### src/sv/snc_pkg.sv
package snc_pkg;

    localparam int NUM_CLASSES = 3;
    localparam int MAX_SAMPLES = 256;
    localparam int NUM_FEAT    = 4;
    localparam int FEAT_W      = 16;
    localparam int MEAN_W      = 16;
    localparam int VAR_W       = 32;
    localparam int DIST_W      = 32;

    localparam int CLS_W    = $clog2(NUM_CLASSES);
    localparam int FI_W     = $clog2(NUM_FEAT);
    localparam int KEY_W    = CLS_W + FI_W;
    localparam int NUM_KEYS = NUM_CLASSES * NUM_FEAT;
    localparam int CNT_W    = $clog2(MAX_SAMPLES + 1);
    localparam int SUM_W    = FEAT_W + $clog2(MAX_SAMPLES);
    localparam int SQ_W     = 2 * FEAT_W + $clog2(MAX_SAMPLES);

    // operand widths of the shared multiply/divide unit
    localparam int A_W    = SQ_W + CNT_W;
    localparam int B_W    = 32;
    localparam int STEP_W = $clog2(A_W + 1);

    localparam logic [DIST_W-1:0] START_MIN = 32'd100000000;

    localparam logic [1:0] OP_CLEAR    = 2'd0;
    localparam logic [1:0] OP_TRAIN    = 2'd1;
    localparam logic [1:0] OP_FINAL    = 2'd2;
    localparam logic [1:0] OP_CLASSIFY = 2'd3;

    localparam logic [2:0] ST_OK        = 3'd0;
    localparam logic [2:0] ST_BAD_LABEL = 3'd1;
    localparam logic [2:0] ST_UNUSABLE  = 3'd2;
    localparam logic [2:0] ST_NOT_FINAL = 3'd3;
    localparam logic [2:0] ST_OVERFLOW  = 3'd4;

    typedef enum logic [3:0] {
        S_IDLE,
        S_TR_SQ,
        S_TR_ACC,
        S_FIN_CHK,
        S_FIN_MEAN,
        S_FIN_NQ,
        S_FIN_SS,
        S_FIN_NN,
        S_FIN_VAR,
        S_CL_CHK,
        S_CL_SQ,
        S_CL_TERM,
        S_WAIT,
        S_DONE
    } state_t;

    typedef enum logic {
        MDU_MUL,
        MDU_DIV
    } mdu_op_t;

    typedef struct packed {
        logic           start;
        mdu_op_t        op;
        logic [A_W-1:0] a;
        logic [B_W-1:0] b;
    } mdu_req_t;

    typedef struct packed {
        logic           done;
        logic [A_W-1:0] result;
    } mdu_rsp_t;

endpackage

### src/sv/standardized_nearest_centroid.sv
// Standardized nearest-centroid classifier over four unsigned Q8.8 features. Items carry an
// opcode: clear, train, finalize or classify, and each item yields exactly one result. The
// block takes one item at a time and is stalled while it works; a finished result waits in an
// output register, so the next item can be taken before it is read. All multiplies and
// divides go through one bit-serial multiply/divide unit. Train does four squarings; finalize,
// per class and feature, a mean divide, three multiplies and, where the variance is positive,
// a variance divide; classify, per class and feature, a square and a divide.
module standardized_nearest_centroid
    import snc_pkg::*;
(
    input  logic              clk,
    input  logic              rst_n,
    input  logic              in_valid,
    output logic              in_stall,
    input  logic [1:0]        opcode,
    input  logic [FEAT_W-1:0] feature_a,
    input  logic [FEAT_W-1:0] feature_b,
    input  logic [FEAT_W-1:0] feature_c,
    input  logic [FEAT_W-1:0] feature_d,
    input  logic [1:0]        class_label,
    output logic              out_valid,
    input  logic              out_stall,
    output logic [1:0]        predicted_class,
    output logic              matches_label,
    output logic [DIST_W-1:0] best_distance,
    output logic [2:0]        status
);

    state_t state_reg, state_next;
    state_t ret_reg, ret_next;

    logic [CNT_W-1:0]  class_count_reg [NUM_CLASSES];
    logic              finalized_reg, finalized_set, finalized_clr;
    logic              cnt_clr, cnt_inc;
    logic              out_valid_reg, out_valid_next;

    logic [SUM_W-1:0]  feature_sum_reg [NUM_KEYS];
    logic [SQ_W-1:0]   feature_square_sum_reg [NUM_KEYS];
    logic [MEAN_W-1:0] class_mean_reg [NUM_KEYS];
    logic [VAR_W-1:0]  class_variance_reg [NUM_KEYS];
    logic              sum_we, mean_we, var_we;
    logic [SUM_W-1:0]  sum_wdata;
    logic [SQ_W-1:0]   sq_wdata;
    logic [MEAN_W-1:0] mean_wdata;
    logic [VAR_W-1:0]  var_wdata;

    logic [1:0]        op_reg, op_next;
    logic [FEAT_W-1:0] x_reg [NUM_FEAT];
    logic [FEAT_W-1:0] x_in [NUM_FEAT];
    logic              x_load;
    logic [1:0]        label_reg, label_next;
    logic [CLS_W-1:0]  c_reg, c_next;
    logic [FI_W-1:0]   f_reg, f_next;
    logic [DIST_W-1:0] acc_reg, acc_next;
    logic [DIST_W-1:0] best_reg, best_next;
    logic [1:0]        bi_reg, bi_next;
    logic              flag_reg, flag_next;
    logic [2:0]        st_reg, st_next;
    logic [A_W-1:0]    t1_reg, t1_next;
    logic [A_W-1:0]    t2_reg, t2_next;

    logic [1:0]        pred_out_reg, pred_out_next;
    logic              match_out_reg, match_out_next;
    logic [DIST_W-1:0] dist_out_reg, dist_out_next;
    logic [2:0]        status_out_reg, status_out_next;

    mdu_req_t mdu_req;
    mdu_rsp_t mdu_rsp;

    logic              in_fire, out_free;
    logic              in_lbl_ok, in_lbl_full, lbl_bad;
    logic [KEY_W-1:0]  key;
    logic [CNT_W-1:0]  cnt_cur;
    logic [FEAT_W-1:0] x_cur;
    logic [MEAN_W-1:0] m_cur;
    logic [VAR_W-1:0]  v_cur;
    logic [FEAT_W-1:0] dev;
    logic              last_f, last_c, fin_last, cl_skip, var_gt;
    logic [VAR_W-1:0]  var_sat;
    logic [A_W:0]      acc_sum;
    logic [DIST_W-1:0] acc_sat;
    logic              is_cls;

    snc_mdu u_mdu (
        .clk   (clk),
        .rst_n (rst_n),
        .req   (mdu_req),
        .rsp   (mdu_rsp)
    );

    assign x_in[0] = feature_a;
    assign x_in[1] = feature_b;
    assign x_in[2] = feature_c;
    assign x_in[3] = feature_d;

    assign in_stall = (state_reg != S_IDLE);
    assign in_fire  = in_valid && !in_stall;
    assign out_free = !(out_valid_reg && out_stall);

    assign in_lbl_ok   = {1'b0, class_label} < 3'(NUM_CLASSES);
    assign in_lbl_full = class_count_reg[class_label[CLS_W-1:0]] >= CNT_W'(MAX_SAMPLES);
    assign lbl_bad     = {1'b0, label_reg} >= 3'(NUM_CLASSES);

    assign key     = {c_reg, f_reg};
    assign cnt_cur = class_count_reg[c_reg];
    assign x_cur   = x_reg[f_reg];
    assign m_cur   = class_mean_reg[key];
    assign v_cur   = class_variance_reg[key];
    assign dev     = (x_cur >= m_cur) ? (x_cur - m_cur) : (m_cur - x_cur);

    assign last_f   = (f_reg == FI_W'(NUM_FEAT - 1));
    assign last_c   = (c_reg == CLS_W'(NUM_CLASSES - 1));
    assign fin_last = last_f && last_c;
    assign cl_skip  = (cnt_cur == '0) || (v_cur == '0);
    assign var_gt   = t1_reg > t2_reg;
    assign var_sat  = (|mdu_rsp.result[A_W-1:VAR_W]) ? '1 : mdu_rsp.result[VAR_W-1:0];
    assign acc_sum  = {1'b0, (A_W)'(acc_reg)} + {1'b0, mdu_rsp.result};
    assign acc_sat  = (|acc_sum[A_W:DIST_W]) ? '1 : acc_sum[DIST_W-1:0];
    assign is_cls   = (op_reg == OP_CLASSIFY) && (st_reg != ST_NOT_FINAL);

    // next state
    always_comb
    begin
        state_next = state_reg;
        case (state_reg)
            S_IDLE:
            begin
                if (in_fire)
                begin
                    case (opcode)
                        OP_CLEAR: state_next = S_DONE;
                        OP_TRAIN: state_next = (in_lbl_ok && !in_lbl_full) ? S_TR_SQ : S_DONE;
                        OP_FINAL: state_next = S_FIN_CHK;
                        default:  state_next = finalized_reg ? S_CL_CHK : S_DONE;
                    endcase
                end
            end
            S_TR_SQ:    state_next = S_WAIT;
            S_TR_ACC:   state_next = last_f ? S_DONE : S_TR_SQ;
            S_FIN_CHK:
            begin
                if (cnt_cur == '0)
                begin
                    state_next = fin_last ? S_DONE : S_FIN_CHK;
                end
                else
                begin
                    state_next = S_WAIT;
                end
            end
            S_FIN_MEAN: state_next = S_WAIT;
            S_FIN_NQ:   state_next = S_WAIT;
            S_FIN_SS:   state_next = S_WAIT;
            S_FIN_NN:
            begin
                if (var_gt)
                begin
                    state_next = S_WAIT;
                end
                else
                begin
                    state_next = fin_last ? S_DONE : S_FIN_CHK;
                end
            end
            S_FIN_VAR:  state_next = fin_last ? S_DONE : S_FIN_CHK;
            S_CL_CHK:
            begin
                if (cl_skip)
                begin
                    state_next = last_c ? S_DONE : S_CL_CHK;
                end
                else
                begin
                    state_next = S_WAIT;
                end
            end
            S_CL_SQ:    state_next = S_WAIT;
            S_CL_TERM:  state_next = (last_f && last_c) ? S_DONE : S_CL_CHK;
            S_WAIT:     state_next = mdu_rsp.done ? ret_reg : S_WAIT;
            S_DONE:     state_next = out_free ? S_IDLE : S_DONE;
            default:    state_next = S_IDLE;
        endcase
    end

    // datapath and unit requests
    always_comb
    begin
        ret_next        = ret_reg;
        op_next         = op_reg;
        label_next      = label_reg;
        c_next          = c_reg;
        f_next          = f_reg;
        acc_next        = acc_reg;
        best_next       = best_reg;
        bi_next         = bi_reg;
        flag_next       = flag_reg;
        st_next         = st_reg;
        t1_next         = t1_reg;
        t2_next         = t2_reg;
        x_load          = 1'b0;
        cnt_clr         = 1'b0;
        cnt_inc         = 1'b0;
        finalized_set   = 1'b0;
        finalized_clr   = 1'b0;
        sum_we          = 1'b0;
        mean_we         = 1'b0;
        var_we          = 1'b0;
        sum_wdata       = '0;
        sq_wdata        = '0;
        mean_wdata      = '0;
        var_wdata       = '0;
        mdu_req         = '0;
        mdu_req.op      = MDU_MUL;
        out_valid_next  = out_valid_reg && out_stall;
        pred_out_next   = pred_out_reg;
        match_out_next  = match_out_reg;
        dist_out_next   = dist_out_reg;
        status_out_next = status_out_reg;
        case (state_reg)
            S_IDLE:
            begin
                if (in_fire)
                begin
                    x_load     = 1'b1;
                    op_next    = opcode;
                    label_next = class_label;
                    c_next     = (opcode == OP_TRAIN) ? class_label[CLS_W-1:0] : '0;
                    f_next     = '0;
                    acc_next   = '0;
                    best_next  = START_MIN;
                    bi_next    = '0;
                    flag_next  = 1'b0;
                    st_next    = ST_OK;
                    case (opcode)
                        OP_CLEAR:
                        begin
                            cnt_clr       = 1'b1;
                            finalized_clr = 1'b1;
                        end
                        OP_TRAIN:
                        begin
                            if (!in_lbl_ok)
                            begin
                                st_next = ST_BAD_LABEL;
                            end
                            else if (in_lbl_full)
                            begin
                                st_next = ST_OVERFLOW;
                            end
                        end
                        OP_FINAL: st_next = ST_OK;
                        default:
                        begin
                            if (!finalized_reg)
                            begin
                                st_next = ST_NOT_FINAL;
                            end
                        end
                    endcase
                end
            end
            S_TR_SQ:
            begin
                mdu_req.start = 1'b1;
                mdu_req.op    = MDU_MUL;
                mdu_req.a     = A_W'(x_cur);
                mdu_req.b     = B_W'(x_cur);
                ret_next      = S_TR_ACC;
            end
            S_TR_ACC:
            begin
                // an empty class holds stale sums, so its first sample overwrites them
                sum_we    = 1'b1;
                sum_wdata = ((cnt_cur == '0) ? '0 : feature_sum_reg[key]) + SUM_W'(x_cur);
                sq_wdata  = ((cnt_cur == '0) ? '0 : feature_square_sum_reg[key])
                            + mdu_rsp.result[SQ_W-1:0];
                if (last_f)
                begin
                    cnt_inc       = 1'b1;
                    finalized_clr = 1'b1;
                end
                else
                begin
                    f_next = f_reg + 1'b1;
                end
            end
            S_FIN_CHK:
            begin
                if (cnt_cur == '0)
                begin
                    mean_we   = 1'b1;
                    var_we    = 1'b1;
                    flag_next = 1'b1;
                    f_next    = f_reg + 1'b1;
                    if (last_f && !last_c)
                    begin
                        c_next = c_reg + 1'b1;
                    end
                end
                else
                begin
                    mdu_req.start = 1'b1;
                    mdu_req.op    = MDU_DIV;
                    mdu_req.a     = A_W'(feature_sum_reg[key]);
                    mdu_req.b     = B_W'(cnt_cur);
                    ret_next      = S_FIN_MEAN;
                end
            end
            S_FIN_MEAN:
            begin
                mean_we       = 1'b1;
                mean_wdata    = mdu_rsp.result[MEAN_W-1:0];
                mdu_req.start = 1'b1;
                mdu_req.op    = MDU_MUL;
                mdu_req.a     = A_W'(feature_square_sum_reg[key]);
                mdu_req.b     = B_W'(cnt_cur);
                ret_next      = S_FIN_NQ;
            end
            S_FIN_NQ:
            begin
                t1_next       = mdu_rsp.result;
                mdu_req.start = 1'b1;
                mdu_req.op    = MDU_MUL;
                mdu_req.a     = A_W'(feature_sum_reg[key]);
                mdu_req.b     = B_W'(feature_sum_reg[key]);
                ret_next      = S_FIN_SS;
            end
            S_FIN_SS:
            begin
                t2_next       = mdu_rsp.result;
                mdu_req.start = 1'b1;
                mdu_req.op    = MDU_MUL;
                mdu_req.a     = A_W'(cnt_cur);
                mdu_req.b     = B_W'(cnt_cur);
                ret_next      = S_FIN_NN;
            end
            S_FIN_NN:
            begin
                if (var_gt)
                begin
                    mdu_req.start = 1'b1;
                    mdu_req.op    = MDU_DIV;
                    mdu_req.a     = t1_reg - t2_reg;
                    mdu_req.b     = mdu_rsp.result[B_W-1:0];
                    ret_next      = S_FIN_VAR;
                end
                else
                begin
                    var_we    = 1'b1;
                    flag_next = 1'b1;
                    f_next    = f_reg + 1'b1;
                    if (last_f && !last_c)
                    begin
                        c_next = c_reg + 1'b1;
                    end
                end
            end
            S_FIN_VAR:
            begin
                var_we    = 1'b1;
                var_wdata = var_sat;
                if (var_sat == '0)
                begin
                    flag_next = 1'b1;
                end
                f_next = f_reg + 1'b1;
                if (last_f && !last_c)
                begin
                    c_next = c_reg + 1'b1;
                end
            end
            S_CL_CHK:
            begin
                if (cl_skip)
                begin
                    flag_next = 1'b1;
                    f_next    = '0;
                    acc_next  = '0;
                    if (!last_c)
                    begin
                        c_next = c_reg + 1'b1;
                    end
                end
                else
                begin
                    mdu_req.start = 1'b1;
                    mdu_req.op    = MDU_MUL;
                    mdu_req.a     = A_W'(dev);
                    mdu_req.b     = B_W'(dev);
                    ret_next      = S_CL_SQ;
                end
            end
            S_CL_SQ:
            begin
                mdu_req.start = 1'b1;
                mdu_req.op    = MDU_DIV;
                mdu_req.a     = A_W'({mdu_rsp.result[2*FEAT_W-1:0], 8'b0});
                mdu_req.b     = B_W'(v_cur);
                ret_next      = S_CL_TERM;
            end
            S_CL_TERM:
            begin
                if (last_f)
                begin
                    // strictly smaller wins, so ties keep the lower class
                    if (acc_sat < best_reg)
                    begin
                        best_next = acc_sat;
                        bi_next   = 2'(c_reg);
                    end
                    f_next   = '0;
                    acc_next = '0;
                    if (!last_c)
                    begin
                        c_next = c_reg + 1'b1;
                    end
                end
                else
                begin
                    acc_next = acc_sat;
                    f_next   = f_reg + 1'b1;
                end
            end
            S_DONE:
            begin
                if (out_free)
                begin
                    out_valid_next = 1'b1;
                    if (op_reg == OP_FINAL)
                    begin
                        finalized_set   = 1'b1;
                        status_out_next = flag_reg ? ST_UNUSABLE : ST_OK;
                    end
                    else if (is_cls)
                    begin
                        status_out_next = flag_reg ? ST_UNUSABLE
                                        : (lbl_bad ? ST_BAD_LABEL : ST_OK);
                    end
                    else
                    begin
                        status_out_next = st_reg;
                    end
                    pred_out_next  = is_cls ? bi_reg : '0;
                    match_out_next = is_cls && (bi_reg == label_reg);
                    dist_out_next  = is_cls ? best_reg : '0;
                end
            end
            default:
            begin
            end
        endcase
    end

    always_ff @(posedge clk or negedge rst_n)
    begin
        if (!rst_n)
        begin
            state_reg     <= S_IDLE;
            ret_reg       <= S_IDLE;
            finalized_reg <= 1'b0;
            out_valid_reg <= 1'b0;
            for (int i = 0; i < NUM_CLASSES; i++)
            begin
                class_count_reg[i] <= '0;
            end
        end
        else
        begin
            state_reg     <= state_next;
            ret_reg       <= ret_next;
            out_valid_reg <= out_valid_next;
            if (finalized_set)
            begin
                finalized_reg <= 1'b1;
            end
            else if (finalized_clr)
            begin
                finalized_reg <= 1'b0;
            end
            if (cnt_clr)
            begin
                for (int i = 0; i < NUM_CLASSES; i++)
                begin
                    class_count_reg[i] <= '0;
                end
            end
            else if (cnt_inc)
            begin
                class_count_reg[c_reg] <= cnt_cur + 1'b1;
            end
        end
    end

    always_ff @(posedge clk)
    begin
        op_reg         <= op_next;
        label_reg      <= label_next;
        c_reg          <= c_next;
        f_reg          <= f_next;
        acc_reg        <= acc_next;
        best_reg       <= best_next;
        bi_reg         <= bi_next;
        flag_reg       <= flag_next;
        st_reg         <= st_next;
        t1_reg         <= t1_next;
        t2_reg         <= t2_next;
        pred_out_reg   <= pred_out_next;
        match_out_reg  <= match_out_next;
        dist_out_reg   <= dist_out_next;
        status_out_reg <= status_out_next;
        if (x_load)
        begin
            for (int i = 0; i < NUM_FEAT; i++)
            begin
                x_reg[i] <= x_in[i];
            end
        end
        if (sum_we)
        begin
            feature_sum_reg[key]        <= sum_wdata;
            feature_square_sum_reg[key] <= sq_wdata;
        end
        if (mean_we)
        begin
            class_mean_reg[key] <= mean_wdata;
        end
        if (var_we)
        begin
            class_variance_reg[key] <= var_wdata;
        end
    end

    assign out_valid       = out_valid_reg;
    assign predicted_class = pred_out_reg;
    assign matches_label   = match_out_reg;
    assign best_distance   = dist_out_reg;
    assign status          = status_out_reg;

`ifndef SYNTH
    a_accept_busy: assert property (@(posedge clk) disable iff (!rst_n)
        in_fire |=> state_reg != S_IDLE)
        else $error("item taken but sequencer stayed idle");

    a_unit_done_wait: assert property (@(posedge clk) disable iff (!rst_n)
        mdu_rsp.done |-> state_reg == S_WAIT)
        else $error("unit finished while sequencer was not waiting");

    a_result_posted: assert property (@(posedge clk) disable iff (!rst_n)
        (state_reg == S_DONE && out_free) |=> (out_valid_reg && state_reg == S_IDLE))
        else $error("finished item did not reach the output register");
`endif

endmodule

### src/sv/snc_mdu.sv
module snc_mdu
    import snc_pkg::*;
(
    input  logic     clk,
    input  logic     rst_n,
    input  mdu_req_t req,
    output mdu_rsp_t rsp
);

    logic              busy_reg, busy_next;
    logic              done_reg, done_next;
    mdu_op_t           op_reg, op_next;
    logic [STEP_W-1:0] step_reg, step_next;
    logic [A_W-1:0]    a_reg, a_next;
    logic [B_W-1:0]    b_reg, b_next;
    logic [A_W-1:0]    p_reg, p_next;
    logic [B_W-1:0]    r_reg, r_next;

    logic [B_W:0] trial;
    logic [B_W:0] diff;
    logic         ge;

    // restoring division: one quotient bit a cycle, quotient shifts into a_reg
    assign trial = {r_reg, a_reg[A_W-1]};
    assign diff  = trial - {1'b0, b_reg};
    assign ge    = trial >= {1'b0, b_reg};

    always_comb
    begin
        busy_next = busy_reg;
        done_next = 1'b0;
        op_next   = op_reg;
        step_next = step_reg;
        a_next    = a_reg;
        b_next    = b_reg;
        p_next    = p_reg;
        r_next    = r_reg;
        if (req.start)
        begin
            busy_next = 1'b1;
            op_next   = req.op;
            step_next = STEP_W'(A_W);
            a_next    = req.a;
            b_next    = req.b;
            p_next    = '0;
            r_next    = '0;
        end
        else if (busy_reg)
        begin
            if (op_reg == MDU_MUL)
            begin
                // shift-add, stops once the multiplier runs out of ones
                if (b_reg == '0)
                begin
                    busy_next = 1'b0;
                    done_next = 1'b1;
                end
                else
                begin
                    if (b_reg[0])
                    begin
                        p_next = p_reg + a_reg;
                    end
                    a_next = a_reg << 1;
                    b_next = b_reg >> 1;
                end
            end
            else
            begin
                if (step_reg == '0)
                begin
                    busy_next = 1'b0;
                    done_next = 1'b1;
                end
                else
                begin
                    r_next    = ge ? diff[B_W-1:0] : trial[B_W-1:0];
                    a_next    = {a_reg[A_W-2:0], ge};
                    step_next = step_reg - 1'b1;
                end
            end
        end
    end

    always_ff @(posedge clk or negedge rst_n)
    begin
        if (!rst_n)
        begin
            busy_reg <= 1'b0;
            done_reg <= 1'b0;
            op_reg   <= MDU_MUL;
            step_reg <= '0;
        end
        else
        begin
            busy_reg <= busy_next;
            done_reg <= done_next;
            op_reg   <= op_next;
            step_reg <= step_next;
        end
    end

    always_ff @(posedge clk)
    begin
        a_reg <= a_next;
        b_reg <= b_next;
        p_reg <= p_next;
        r_reg <= r_next;
    end

    assign rsp.done   = done_reg;
    assign rsp.result = (op_reg == MDU_MUL) ? p_reg : a_reg;

endmodule
### config.mk
export PLATFORM = sky130hd
export DESIGN_NAME = standardized_nearest_centroid
export DESIGN_NICKNAME = d
export VERILOG_FILES = /design/src/sv/snc_pkg.sv /design/src/sv/standardized_nearest_centroid.sv /design/src/sv/snc_mdu.sv
export SDC_FILE = /design/constraint.sdc
export NUM_CORES = 2
export LEC_CHECK = 0
export ABC_AREA = 1
export BUFFER_PORTS_ARGS = -buffer_cell sky130_fd_sc_hd__buf_2
export CAP_MARGIN = 20
export CORE_MARGIN = 3
export CORE_UTILIZATION = 35
export CTS_CLUSTER_SIZE = 28
export DETAILED_ROUTE_END_ITERATION = 8
export PLACE_DENSITY_LB_ADDON = 0.08
export SYNTH_ARGS = -nofsm -noshare
export SYNTH_HDL_FRONTEND = slang
export SYNTH_HIERARCHICAL = 1
export SYNTH_SLANG_ARGS = --single-unit
### constraint.sdc
create_clock -name clk -period 7.75 [get_ports clk]
set_clock_uncertainty 0.2 [all_clocks]
set_input_delay 0.3875 -clock clk [delete_from_list [all_inputs] [get_ports clk]]
set_output_delay 0.3875 -clock clk [all_outputs]
set_load 0.05 [all_outputs]
== Word-level counts from Yosys, hierarchy flattened ==
Memory sizes are Yosys's and may differ from the RTL's. A register that Yosys moved wholly into a read port is not among the register bits.
Index checks and enable logic that the tools add are counted.
Widths: inputs -> output; s select.

* $add $sub $neg: 12
* Magnitude comparators: 10
* Equal/unequal tests: 37
* Multiplexer cells: 137
* Bitwise operators: 6
* Reductions and logical operators: 47

{| class="wikitable"
|+ Operators with widths
! kind !! number
|-
| $pmux 83 s8 || 1
|-
| $mux 32 || 14
|-
| $mux 49 || 6
|-
| $mux 83 || 3
|-
| $logic_not 32->1 || 3
|-
| $pmux 32 s3 || 1
|-
| $mux 40 || 2
|-
| $pmux 32 s2 || 1
|-
| $mux 27 || 2
|-
| $add 32x49->50 || 1
|-
| $add 49x49->49 || 1
|-
| $gt 49x49->1 || 1
|-
| $sub 49x49->49 || 1
|-
| $mux 24 || 2
|-
| $mux 9 || 5
|-
| $mux 4 || 11
|-
| $add 40x40->40 || 1
|-
| $mux 1 || 40
|-
| $mux 2 || 20
|-
| $pmux 4 s10 || 1
|-
| $bmux 9 s2 || 2
|-
| $ge 33x32->1 || 1
|-
| $lt 32x32->1 || 1
|-
| $mux 16 || 2
|-
| other kinds (59) || 126
|}

* Flip-flop bits (word level): 422
* Bits in writable memories: 1408
* Output and inout port bits: 40
* Word-level logic and storage cells: 284
* Memories kept: 5

{| class="wikitable"
|+ Memory list
! memory !! depth !! width !! rd ports !! clocked after Yosys merged registers in !! write ports !! RTL line !! text
|-
| feature_square_sum_reg || 12 || 40 || 1 || 0 || 1 || standardized_nearest_centroid.sv:38 || <nowiki>logic [SQ_W-1:0] feature_square_sum_reg [NUM_KEYS];</nowiki>
|-
| class_variance_reg || 12 || 32 || 1 || 0 || 1 || standardized_nearest_centroid.sv:40 || <nowiki>logic [VAR_W-1:0] class_variance_reg [NUM_KEYS];</nowiki>
|-
| feature_sum_reg || 12 || 24 || 1 || 0 || 1 || standardized_nearest_centroid.sv:37 || <nowiki>logic [SUM_W-1:0] feature_sum_reg [NUM_KEYS];</nowiki>
|-
| class_mean_reg || 12 || 16 || 1 || 0 || 1 || standardized_nearest_centroid.sv:39 || <nowiki>logic [MEAN_W-1:0] class_mean_reg [NUM_KEYS];</nowiki>
|-
| x_reg || 4 || 16 || 1 || 1 || 4 || standardized_nearest_centroid.sv:48 || <nowiki>logic [FEAT_W-1:0] x_reg [NUM_FEAT];</nowiki>
|}

== Longest topological paths before layout ==
* Depth in word-level cells: 11
* Depth in mapped cells: 40
* Depth with buffers taken out: 37

== Hierarchy ==
The synthesis kept the hierarchy.

{| class="wikitable"
|+ Modules (own cells, without submodules)
! module !! times used !! cells an instance !! area each (um^2) !! seq. area each (um^2)
|-
| standardized_nearest_centroid || 1 || 7217 || 77860.9 || 49672.6
|-
| snc_mdu || 1 || 2211 || 13783.2 || 4279.1
|}

== Least setup slack after synthesis ==
No wires, ideal clock.

* Path kind: flip-flop to flip-flop
* Start: reg u_mdu.op_reg
* End: reg best_reg[0] (enable)
* Arrival time: 6.010 ns
* Data required time: 7.114 ns
* Slack: 1.104 ns
* Stages on the path, launching flop included: 35
* Path buffers: 4
* Period minus slack after synthesis: 6.646 ns
* Cell sequence: dfrtp_1 > clkbuf_1 > clkbuf_1 > clkbuf_1 > nand2_1 > nand2_1 > ha_1 > fa_1 > nand2_1 > nand3_1 > nand3_1 > nand2_1 > nand2_1 > nand2_1 > nand2_1 > nand2_1 > nand2_1 > nand2_1 > nand3_1 > nor2_1 > nand2_1 > nor2_1 > nand2_1 > buf_1 > nor2_1 > inv_1 > ha_1 > a21oi_1 > nor2_1 > a211oi_1 > o221a_2 > o21ai_0 > nor2_1 > nand2_1 > a21oi_1

{| class="wikitable"
|+ RTL lines
! element !! RTL line !! text
|-
| from (decl) || snc_mdu.sv:12 || <nowiki>mdu_op_t op_reg, op_next;</nowiki>
|-
| from (signal assigned) || snc_mdu.sv:98 || <nowiki>op_reg <= op_next;</nowiki>
|-
| to (signal assigned) || standardized_nearest_centroid.sv:501 || <nowiki>best_reg <= best_next;</nowiki>
|-
| to (decl) || standardized_nearest_centroid.sv:55 || <nowiki>logic [DIST_W-1:0] best_reg, best_next;</nowiki>
|}

==> run summary <==
GPL Wtd Cong: 0.931
Syn_area_per_cell: 9.72 µm²
Run status: complete, no violations
Post-route setup TNS: 0 ps
Synth warnings: 6
H-tree levels: 4
Endpoints failing setup: 0
Clk sinks: 1,832
Number of global-route vias before repair: 69,600
Die Footprint: 268,000 µm²
Fill count: 25,600
Final WL: 344,000 µm
Slowest stage delay, CP: 780 ps
Post-synth EDFFs: 1,703
DR vias/cell: 5.36
Synth unique cells: 76
Crit path DAT: 7030 ps
Antenna viol nets, final: 0
CP startpoint kind: flip-flop
Root buf cell: clkbuf_16
Slowest stage cell, crit path: edfxtp_1
Final min period: 6660 ps
Post-place setup slack: 1070 ps
Post-synth ARST share: 2.51%
Post-Syn Area: 91,600 µm²
Nets: 10,100
Postcts setup bufs: 0
Final Max Tran Viols: 0
Fraction of layout cells with a size suffix above 1: 7.93%
Post-synthesis register bit count: 1,832
DRT iter0 DRCs: 6,330
Inst Count DP: 12,900
Initial antenna violation count: 22
Fmax: 150 MHz
Fin. Hold Viols: 0
Post-synthesis cell count: 9,428
Die Ht: 518 µm
Syn Nets: 9,796
CTS tree: built
Num ports: 112
Hpwl dp: 229,000 µm
DR pass1 iterations: 6
Gr ovfl total: 0
Row count: 187
RSZ-0062 raised after global routing: no
Register area share after synthesis: 58.9%
Clock transition at path regs: 60 ps
Max reg flops: 480
Starting Density: 35.3%
CP most frequent cell: o21ai_0
Post-synth top flop: edfxtp_1
Inserted Clock Buffers: 209
Post-CTS Resized: 0
Vias: 71,800
Area delta synth->final: 15.0%
GRT Resource Usage Total: 24.9%
Core area: 260,000 µm²
DIE WIDTH: 518 µm
CP Capture Type: flip-flop
Min-delay worst type: primary input to flip-flop
Largest net degree at the start of global routing: 162
First-pass GRT wire length: 495,000 µm
WL/cell: 25.6 µm
# DRC: 0
Slew headroom: 20.1%
Final Non-Filler Cells: 13,400
Clock buffer depth: 3
Power Density: 438 nW/µm²
Crit share post-route: 85.9%
Static Leakage: 41.0 nW
Worst IR drop on VDD: 0.000291 V
Crit path max fanout: 42
Port Buffers: 111
Number of max-cap violations: 0
Clk_lat worst skew: 910 ps
WP data required: 8130 ps
Setup ws final: 1090 ps
Crit path kind: flip-flop to flip-flop
Worst-margin pin slew: 1200 ps
-- report_power, final --
group | internal [mW] | switching (mW) | leakage (nW)
clock network | 5.67 | 4.32 | 3.35
logic | 6.30 | 17.0 | 20.8
registers | 12.4 | 0.501 | 16.8
-- worst paths after layout --
check	start	end	slack [ps]	cells past startpoint
max	f_reg[0]	u_mdu/a_reg[2]	1090	27
min reg2reg	u_mdu/r_reg[21]	u_mdu/r_reg[21]	270	2
min	feature_b[6]	x_reg[1][6]	50	2
min in group asynchronous	rst_n	u_mdu/busy_reg	570	4
max in group asynchronous	rst_n	u_mdu/op_reg	6190	4
max reg2reg	f_reg[0]	u_mdu/a_reg[2]	1090	27
-- what timing repair did --
item / CTS / global route
hold buffers: 129 / 0
setup endpoints to repair: 0 / 0
endpoints found under the hold margin: 132 / 0
-- cells by family after synthesis --
kind of cell,share of synthesized area (%)
xor+xnor,1.19
compound gates,13.3
fa+ha+maj,4.11
buf+inv,6.08
flops,58.9
mux,0.0218
simple gates,16.4
-- critical path, delay by kind of cell (launching register included) --
family	cells	cell delay, ps
buffers and inverters	6	1190
AND/OR/NAND/NOR	8	1330
multiplexers	1	240
adder cells (fa/ha/maj)	1	430
AO/OA/AOI/OAI	11	2150
flip-flops	1	780
-- synth_stat cells, types with 4 or more instances --
cell       instances  area (µm²)
o32ai_1           16         140
clkbuf_1         183         687
a32oi_1           15         131
a32o_1            49         490
o21ai_1           66         330
a21oi_1          703        3520
buf_4             33         248
o31ai_1           42         315
o21bai_1          28         210
clkinv_1          15        56.3
a211oi_1          11        82.6
o21ai_0          671        3360
a31oi_1           37         231
o2111ai_1         16         140
edfxtp_1        1703       51100
xnor2_1           52         455
nand2_2            5        31.3
inv_1            929        3490
buf_1             23        86.3
nand2_1         2135        8010
or2_2             22         138
a21oi_2            4        35.0
inv_2             15        56.3
nand3_1          357        1790
nand4_1           72         450
fa_1               8         160
buf_2            157         786
nand3b_1           7        52.6
nor2_1          1029        3860
nor2_2             9        56.3
xor2_1            73         639
o21a_1            26         195
buf_6             13         146
nor4_1            25         156
a21o_1            16         120
dfxtp_1           83        1660
o22ai_1          110         688
a221oi_1          93         815
nor3_1            47         235
o211ai_1          32         240
a21boi_0           7        52.6
o221ai_1         102         893
dfrtp_1           46        1150
ha_1             288        3600
and2_1             6        37.5
-- cell type report --
class | count | area, µm² | share of cell area [%]
clock inverters | 148 | 1530 | 1.45
inverters | 961 | 3640 | 3.45
multi-input cells | 6225 | 32500 | 30.8
repair buffers | 483 | 4070 | 3.86
clock buffers | 248 | 5390 | 5.11
diodes | 3 | 7.51 | 0.00712
well taps | 3496 | 4370 | 4.15
flip-flops and latches | 1832 | 54000 | 51.2
-- stage by stage --
stage	power (mW)	hold slack, ps	cell area [µm²]	utilization, %
finish	46.2	55.0	105000	40.6
global route	48.9	17.7	105000	40.6
detailed placement	36.1	262	97100	37.4
global placement	36.2	256	97000	37.3
CTS	46.3	0.132	105000	40.5
floorplan	26.9	-108	91600	-
-- layout by cell type (no fill, tap or decap), types with 20 or more instances in the layout --
cell	Yosys	final
dfxtp_1	83	83
xor2_1	73	73
o221ai_1	102	102
o21ai_1	66	91
nor2_1	1029	986
clkbuf_1	183	38
o31ai_1	42	40
dfrtp_1	46	45
o21bai_1	28	28
dlygate4sd3_1	0	129
a31oi_1	37	37
ha_1	288	288
nor4_1	25	23
inv_1	929	928
o22ai_1	110	110
nand4_1	72	72
nand2_1	2135	2133
edfxtp_1	1703	1703
buf_4	33	213
a21oi_1	703	701
bufinv_16	0	20
clkinv_1	15	75
nand3_1	357	357
clkinv_2	0	36
nor2_4	3	36
buf_12	0	27
o21a_1	26	26
clkbuf_16	0	209
o21ai_0	671	646
xnor2_1	52	52
or2_2	22	22
buf_2	157	111
a221oi_1	93	93
o211ai_1	32	32
a32o_1	49	49
nor3_1	47	47
-- metal layers --
layer / track usage (%) / wire length [µm]
met1: 34.8 / 155000
met2: 40.1 / 158000
met3: 3.12 / 18800
met4: 7.67 / 11300
met5: 0 / 12
Power figures use the tool's default switching activity.
